### config.mk
export PLATFORM = sky130hd
export DESIGN_NAME = wpe_ctrl
export DESIGN_NICKNAME = d
export VERILOG_FILES = /design/src/rtl/wpe_pkg.sv /design/src/rtl/wpe_ctrl.sv
export SDC_FILE = /design/constraint.sdc
export NUM_CORES = 1
export LEC_CHECK = 0
export ABC_CLOCK_PERIOD_IN_PS = 3960
export BUFFER_PORTS_ARGS = -buffer_cell sky130_fd_sc_hd__buf_2
export CAP_MARGIN = 30
export CORE_UTILIZATION = 56
export DETAILED_ROUTE_END_ITERATION = 8
export GPL_ROUTABILITY_DRIVEN = 0
export GPL_TIMING_DRIVEN = 0
export PLACE_DENSITY = 0.83
export SYNTH_ARGS = -nofsm -noshare
export SYNTH_HDL_FRONTEND = slang
export SYNTH_SLANG_ARGS = --single-unit
### constraint.sdc
create_clock -name clk_i -period 3.96 [get_ports clk_i]
set_clock_uncertainty 0.05 [all_clocks]
set_input_delay 0.396 -clock clk_i [delete_from_list [all_inputs] [get_ports clk_i]]
set_output_delay 0.396 -clock clk_i [all_outputs]
set_load 0.01 [all_outputs]
### src/rtl/wpe_pkg.sv
package wpe_pkg;

  localparam int unsigned VW = 6;          // vertex field width
  localparam int unsigned CW = 7;          // vertex count register width
  localparam int unsigned QW = 17;         // Q1.16 weight width
  localparam int unsigned DIV_STEPS = QW - 1;

  localparam logic KIND_INSERT = 1'b0;
  localparam logic KIND_QUERY  = 1'b1;

  typedef enum logic [2:0] {
    ST_OK     = 3'd0,
    ST_RANGE  = 3'd1,
    ST_SELF   = 3'd2,
    ST_DUP    = 3'd3,
    ST_ABSENT = 3'd4
  } status_e;

  typedef struct packed {
    logic          load;       // take input item, issue first reads
    logic          check;      // classify item, clear sums, latch numerators
    logic          commit;     // write new edge and degree counts
    logic          rd;         // walk read of degree memories
    logic [CW-1:0] rd_idx;
    logic          acc;        // accumulate last walk read
    logic          div_start;
    logic          div_step;
    logic          out_load;
  } cmd_t;

  typedef struct packed {
    logic          go_insert;
    logic          go_query;
    logic [CW-1:0] limit;
  } stat_t;

endpackage

### src/rtl/wpe_ctrl.sv
module wpe_ctrl (
  input  logic           clk_i,
  input  logic           rst_ni,
  input  logic           s_valid_i,
  output logic           s_ready_o,
  output logic           m_valid_o,
  input  logic           m_ready_i,
  input  wpe_pkg::stat_t stat_i,
  output wpe_pkg::cmd_t  cmd_o
);
  import wpe_pkg::*;

  typedef enum logic [2:0] {
    IDLE, CHECK, WALK, DRAIN, DIV_INIT, DIV_RUN, FIN
  } state_e;

  state_e        state_q;
  logic [CW-1:0] vtx_q;
  logic          acc_q;
  logic [3:0]    cnt_q;
  logic          m_valid_q;

  always_comb begin
    cmd_o     = '0;
    s_ready_o = 1'b0;
    case (state_q)
      IDLE: begin
        s_ready_o = 1'b1;
        cmd_o.load = s_valid_i;
      end
      CHECK: begin
        cmd_o.check  = 1'b1;
        cmd_o.commit = stat_i.go_insert;
      end
      WALK: begin
        cmd_o.rd     = 1'b1;
        cmd_o.rd_idx = vtx_q;
        cmd_o.acc    = acc_q;
      end
      DRAIN:    cmd_o.acc = 1'b1;
      DIV_INIT: cmd_o.div_start = 1'b1;
      DIV_RUN:  cmd_o.div_step = 1'b1;
      FIN:      cmd_o.out_load = !m_valid_q || m_ready_i;
      default:  cmd_o = '0;
    endcase
  end

  always_ff @(posedge clk_i or negedge rst_ni) begin
    if (!rst_ni) begin
      state_q   <= IDLE;
      vtx_q     <= '0;
      acc_q     <= 1'b0;
      cnt_q     <= '0;
      m_valid_q <= 1'b0;
    end else begin
      if (cmd_o.out_load) begin
        m_valid_q <= 1'b1;
      end else if (m_ready_i) begin
        m_valid_q <= 1'b0;
      end
      case (state_q)
        IDLE: begin
          if (s_valid_i) state_q <= CHECK;
        end
        CHECK: begin
          vtx_q <= '0;
          acc_q <= 1'b0;
          state_q <= stat_i.go_query ? WALK : FIN;
        end
        WALK: begin
          acc_q <= 1'b1;
          vtx_q <= vtx_q + 1'b1;
          if (vtx_q == stat_i.limit - 1'b1) state_q <= DRAIN;
        end
        DRAIN: state_q <= DIV_INIT;
        DIV_INIT: begin
          cnt_q   <= '0;
          state_q <= DIV_RUN;
        end
        DIV_RUN: begin
          cnt_q <= cnt_q + 1'b1;
          if (cnt_q == 4'(DIV_STEPS - 1)) state_q <= FIN;
        end
        FIN: begin
          if (cmd_o.out_load) state_q <= IDLE;
        end
        default: state_q <= IDLE;
      endcase
    end
  end

  assign m_valid_o = m_valid_q;

endmodule

Word level (Yosys, flattened, before mapping)
Cells that the tools add are included.
{"block": "word_totals", "ff_bits": 16, "out_inout_bits": 17, "elab_cells": 46, "inputBits": 13}
{"block": "op_classes", "eq_ne": 12, "n_mux": 19, "add_sub_neg": 3, "n_reduce_logical": 7}
{"op": "$pmux W3 S7", "count": 1}
{"op": "$mux W3", "count": 5}
{"op": "$pmux W7 S2", "count": 1}
{"op": "$eq A3 B3 Y1 const B", "count": 3}
{"op": "$mux W8", "count": 1}
{"op": "$ne A2 B2 Y1 const B", "count": 4}
{"op": "$pmux W4 S2", "count": 1}
{"op": "$add A7 B1 Y7 const B", "count": 1}
{"op": "$eq A7 B7 Y1", "count": 1}
{"op": "$mux W1", "count": 7}
{"op": "$sub A7 B1 Y7 const B", "count": 1}
{"op": "$eq A3 B2 Y1 const B", "count": 2}
{"op": "$reduce_bool A2 Y1", "count": 3}
{"op": "$add A4 B1 Y4 const B", "count": 1}
{"op": "$eq A4 B4 Y1 const B", "count": 1}
{"op": "$pmux W1 S2", "count": 2}
{"op": "$reduce_and A4 Y1", "count": 1}
{"op": "$eq A3 B1 Y1 const B", "count": 1}
{"op": "$logic_not A3 Y1", "count": 1}
{"op": "$mux W2", "count": 1}
{"op": "$logic_not A1 Y1", "count": 1}
{"op": "$logic_or A1 B1 Y1", "count": 1}

Depth between registers and ports, before layout
Gate-level depths: netlist (run 1).
{"block": "depth", "ltp_word": 5, "depth_mapped": 7}

Worst setup path before layout (run 1)
No wires, ideal clock.
{"block": "synth_timing", "path_type": "reg-to-output", "from": "register state_q[2]", "to": "output cmd_o[12] (netlist bit)", "stages_incl_launch_ff": 4, "arrival_ps": 1305, "slack_ps": 2209, "n_path_buf": 1, "required_time_ps": 3514, "cell_sequence": "dfrtp_1 > buf_4 > nor3b_1 > and2_1"}
{"item": "from (decl)", "line_no": "wpe_ctrl.sv:17", "text": "state_e state_q;"}
{"item": "from (signal assigned)", "line_no": "wpe_ctrl.sv:68", "text": "state_q <= stat_i.go_query ? WALK : FIN;"}
{"item": "to (decl)", "line_no": "wpe_ctrl.sv:9", "text": "output wpe_pkg::cmd_t cmd_o"}

==> results of run 1 <==
-- path summary, 6_finish.rpt --
check	from	end	slack (ps)	depth (start not counted)
max	state_q[0]	cmd_o[4]	1730	6
min	m_ready_i	m_valid_o	420	3
max reg2reg	state_q[2]	vtx_q[3]	2280	5
min reg2reg	acc_q	acc_q	450	2
max in group asynchronous	rst_ni	state_q[0]	3110	2
min in group asynchronous	rst_ni	cnt_q[2]	480	2
-- layout make-up --
cell class | instances | area, um^2 | area share
multi-input cells | 110 | 707 | 0.502
clock buffers | 4 | 36.3 | 0.0258
inverters | 5 | 23.8 | 0.0169
well taps | 27 | 33.8 | 0.0240
plain buffers | 8 | 51.3 | 0.0364
repair buffers | 30 | 155 | 0.110
flip-flops and latches | 16 | 400 | 0.284
-- routing by layer --
layer,global-route usage,vias to the layer above,wire length [um]
met1,0.268,536,1140
li1,-,567,-
met2,0.435,37,1320
met4,0.0833,0,61
met5,0,-,0
met3,0.0377,8,92
-- cell usage in the layout, fill, tap and decap left out, drive strengths merged, types with 4 or more instances in the layout --
master and count:
nor2 15, nand2b 5, nand4 5, clkbuf 6, nand2 10, o21ai 17
xor2 4, a31oi 6, dfrtp 16, buf 35, and2 9, inv 4
a21oi 4, nor3 4
-- state kept, by name, summed over array words and instances, names as in the netlist --
signal,count
acc_q,1
m_valid_o,1
vtx_q,7
state_q,3
cnt_q,4
-- kinds of logic after synthesis --
logic type	share of synthesized area
flops	0.339
mux	0.00952
compound gates	0.216
fa+ha+maj	0.0317
xor+xnor	0.0370
simple gates	0.304
buf+inv	0.0635
-- power groups by stage --
stage / sequential, mW / clock [mW] / combinational (mW)
floorplan: 0.266 / 0 / 0.318
global placement: 0.275 / 0 / 0.411
detailed placement: 0.278 / 0 / 0.429
CTS: 0.275 / 0.111 / 0.432
global route: 0.283 / 0.118 / 0.478
finish: 0.275 / 0.110 / 0.427
-- critical path, stage by stage, from the launching register on --
cell      delay (ps)
dfrtp_1          450
or3b_1           370
buf_4            170
clkinv_4          80
buf_4            160
and2_1           130
buf_2            120
-- stage by stage --
| stage | utilization | std cells | hold WS [ps] | area, um^2 |
|---|---|---|---|---|
| finish | 0.710 | 200 | 416 | 1410 |
| global route | 0.710 | 200 | 440 | 1410 |
| CTS | 0.710 | 200 | 410 | 1410 |
| detailed placement | 0.687 | 195 | 277 | 1360 |
| global placement | 0.687 | 195 | 280 | 1360 |
| floorplan | - | 139 | 50.4 | 1180 |
==> results.sh, run 1 <==
export IMPL_status="complete, no violations"
export IMPL_grt_pass1_vias=921
export IMPL_synth_ff_type="dfrtp_1"
export IMPL_grt_setup_unrepaired="false"
export IMPL_synth_avg_cell_area_um2=8.51
export IMPL_arrival_ps=1790
export IMPL_yosysMostFrequentCell="dfrtp_1"
export IMPL_p_clk_frac=0.135
export IMPL_numCtsBuffers=3
export IMPL_grt_max_degree=17
export IMPL_synthArstFlopShare=1.00
export IMPL_p_int_mw=0.462
export IMPL_yosysTopAreaCell="dfrtp_1"
export IMPL_leakage_nw=0.709
export IMPL_insertion_delay_ps=290
export IMPL_boundaryPins=30
export IMPL_die_y_um=48.0
export IMPL_via_count=1148
export IMPL_n_fill_cell=169
export IMPL_power_switching_mw=0.351
export IMPL_dpl_hpwl_um=1970
export IMPL_vias_per_cell=5.74
export IMPL_seq_area_frac_synth=0.339
export IMPL_ctsHoldBuffers=1
export IMPL_p_sw_frac=0.432
export IMPL_cts_tree="yes"
export IMPL_synth_common_cells="dfrtp_1 (16), o21ai_0 (15), nor2_1 (14)"
export IMPL_synth_nets=155
export IMPL_cts_sinks=16
export IMPL_synth_ff_latch_count=16
export IMPL_drive_gt1_frac=0.266
export IMPL_cts_setup_buffers=0
export IMPL_synthCells=139
export IMPL_start_util=0.597
export IMPL_drv_cap=0
export IMPL_ys_types=42
export IMPL_synthTopCellsByArea="dfrtp_1 (34%), o21ai_0 (6.3%), and2_1 (4.8%)"
export IMPL_end_kind="output pin"
export IMPL_synthToLayoutAreaGrowth_pct=19.0
export IMPL_drcViolationCount=0
export IMPL_slew_headroom=0.628
export IMPL_core_region_area_um2=1980
export IMPL_clockBufferDepth=2
export IMPL_first_pass_iters=4
export IMPL_ir_drop_uv=360
export IMPL_fin_crit_sh=0.564
export IMPL_synth_area_um2=1180
export IMPL_htreeDepth=1
export IMPL_synth_edf_count=0
export IMPL_drtAntennaViolNets=0
export IMPL_tns_ps=0
export IMPL_grt_pass1_wl_um=3710
export IMPL_wire_per_inst_um=13.1
export IMPL_crit_fanout=10
export IMPL_die_w_um=48.0
export IMPL_hold_viol=0
export IMPL_cts_root_buf="clkbuf_4"
export IMPL_synth_warnings=0
export IMPL_crit_required_ps=3510
export IMPL_p_comb_frac=0.526
export IMPL_totalPowerFinal_mw=0.812
export IMPL_final_nets=190
export IMPL_setup_viol=0
export IMPL_tightest_slew_ps=556
export IMPL_antenna_cells=0
export IMPL_die_area_um2=2300
export IMPL_grt_antenna_before_repair=0
export IMPL_initialDrtViolationCount=30
export IMPL_post_cts_resized=0
export IMPL_min_period_ps=2230
export IMPL_timing_final_ws_setup_ps=1730
export IMPL_placement_io_buffers=29
export IMPL_powerDensity_nw_per_um2=577
export IMPL_drv_slew=0
export IMPL_synth_top_area_share=0.339
export IMPL_max_freq_mhz=448
export IMPL_rows=16
export IMPL_place_worst_setup_slack_ps=2060
export IMPL_pwr_share_seq=0.339
export IMPL_critPathLaunchType="register"
export IMPL_wirelength_um=2610
export IMPL_path_clk_slew_ps=90
export IMPL_grt_overflow_total=0
export IMPL_hold_path_class="in2reg"
export IMPL_critical_path_class="reg2out"
export IMPL_grtUsageTotal=0.234
No activity file was read; power rests on OpenSTA's default activity.
==> inputs of run 2 (changes only) <==
- ABC_CLOCK_PERIOD_IN_PS: 3960 -> 2320
- CORE_UTILIZATION: 56 -> 52
- PLACE_DENSITY: 0.83 -> 0.77
- clock period: 3.96 -> 2.32 ns (I/O delays scaled with it)
==> run 2 against run 1 <==
Compared with the run above:
- die area is 7.4% higher
- clock power is 73% higher
- clock-buffer cell count stayed put
- worst setup slack worse by 1500 ps
- core utilization is 2.1 points lower
- first-iteration DRC count is 47% lower
- flip-flop and latch count stayed put
- sequential power is 71% higher
- sequential share of layout area stayed put
- cell area stayed put
==> results.sh, run 2 (synthesis results as in run 1) <==
export IMPL_status="complete, no violations"
export IMPL_grtUsageTotal=0.241
export IMPL_largest_reg_flops=7
export IMPL_dp_cells=195
export IMPL_end_kind="output pin"
export IMPL_ir_drop_uv=595
export IMPL_layout_common_cells="buf_2 (31), dfrtp_1 (16), o21ai_0 (15)"
export IMPL_grt_setup_unrepaired="false"
export IMPL_hold_path_class="in2reg"
export IMPL_numCtsBuffers=3
export IMPL_vias_per_cell=5.62
export IMPL_cts_sinks=16
export IMPL_rows=16
export IMPL_wire_per_inst_um=13.1
export IMPL_worst_path_most_repeated_cell="buf_4"
export IMPL_setup_viol=0
export IMPL_tns_ps=0
export IMPL_place_worst_setup_slack_ps=560
export IMPL_min_period_ps=2100
export IMPL_worstPathCellList="or3b_1 -> buf_4 -> clkinv_4 -> buf_4 -> and2_1 -> buf_2"
export IMPL_hold_viol=0
export IMPL_crit_fanout=10
export IMPL_synthToLayoutAreaGrowth_pct=19.0
export IMPL_drtAntennaViolNets=0
export IMPL_grt_pass1_vias=1031
export IMPL_grt_antenna_before_repair=0
export IMPL_grt_max_degree=17
export IMPL_wirelength_um=2620
export IMPL_drive_gt1_frac=0.266
export IMPL_cts_root_buf="clkbuf_4"
export IMPL_via_count=1123
export IMPL_die_w_um=49.7
export IMPL_clockBufferDepth=2
export IMPL_design_area_um2=1410
export IMPL_dpl_cell_area_um2=1360
export IMPL_n_fill_cell=188
export IMPL_timing_final_ws_setup_ps=219
export IMPL_grt_pass1_wl_um=4570
export IMPL_critical_path_class="reg2out"
export IMPL_reg_top3="vtx_q x7, cnt_q x4, state_q x3"
export IMPL_dpl_hpwl_um=2030
export IMPL_tightest_slew_ps=514
export IMPL_drcViolationCount=0
export IMPL_drv_slew=0
export IMPL_cts_setup_buffers=0
export IMPL_antenna_cells=0
export IMPL_core_region_area_um2=2040
export IMPL_insertion_delay_ps=290
export IMPL_path_clk_slew_ps=100
export IMPL_start_util=0.579
export IMPL_largest_register="vtx_q"
export IMPL_arrival_ps=1820
export IMPL_crit_required_ps=2040
export IMPL_die_y_um=49.7
export IMPL_critPathLaunchType="register"
export IMPL_fin_crit_sh=0.906
export IMPL_grt_overflow_total=0
export IMPL_slew_headroom=0.656
export IMPL_slowest_delay_ps=460
export IMPL_boundaryPins=30
export IMPL_drv_cap=0
export IMPL_htreeDepth=1
export IMPL_first_pass_iters=4
export IMPL_placement_io_buffers=29
export IMPL_initialDrtViolationCount=16
export IMPL_final_nets=190
export IMPL_stdcell_count=200
export IMPL_leakage_nw=0.709
export IMPL_powerDensity_nw_per_um2=987
export IMPL_cts_tree="yes"
export IMPL_cpMaxStageDelayCell="dfrtp_1"
export IMPL_max_freq_mhz=476
export IMPL_final_common_cell="buf_2"
export IMPL_fin_util=0.689
export IMPL_die_area_um2=2470
-- run 2: cell counts in the layout (fill, tap and decap cells not counted) --
No cell type changed its count.
-- run 2: layout make-up --
type	instances	area, um^2	share of cell area
Timing Repair Buffer	30	155	0.110
Inverter	5	23.8	0.0169
Multi-Input combinational cell	110	707	0.502
Sequential cell	16	400	0.284
Tap cell	27	33.8	0.0240
Clock buffer	4	36.3	0.0258
Buffer	8	51.3	0.0364
-- run 2: per-stage QoR --
stage                     total power, mW  hold WS (ps)
after global placement               1.18           117
after CTS                            1.40           212
after global routing                 1.51           236
after detailed placement             1.20           123
final                                1.39           220
after floorplan                     0.997          -114
-- run 2: power by group --
part / leakage [nW] / switching (mW) / internal [mW]
registers: 0.209 / 0.104 / 0.368
clock network: 0.0210 / 0.0941 / 0.0956
logic: 0.480 / 0.407 / 0.322
-- run 2: repair_timing --
action                                  4_1_cts  5_1_grt
hold buffers                                  1        0
resized for setup                             0        0
endpoints found under the hold margin        16        0
endpoints found under the setup margin        0        0
-- run 2: final timing paths --
path | from | endpoint | slack (ps) | cells past startpoint
setup reg to reg | state_q[2] | vtx_q[3] | 630 | 5
hold reg to reg | acc_q | acc_q | 460 | 2
min in group asynchronous | rst_ni | cnt_q[0] | 330 | 2
max in group asynchronous | rst_ni | cnt_q[3] | 1630 | 2
setup / recovery | state_q[0] | cmd_o[9] | 220 | 6
hold / removal | m_ready_i | m_valid_o | 220 | 3
-- run 2: critical path, delay by kind of cell, from the launching register on --
family                 cells  cell delay [ps]
DFF                        1              460
and+or+nand+nor            2              520
buffers and inverters      4              540
-- run 2: layer usage --
layer / up-vias / wire [um] / GRT usage
met3: 2 / 110 / 0.0432
li1: 563 / - / -
met4: 0 / 12 / 0.0667
met1: 525 / 1180 / 0.285
met2: 33 / 1330 / 0.439
met5: - / 0 / 0
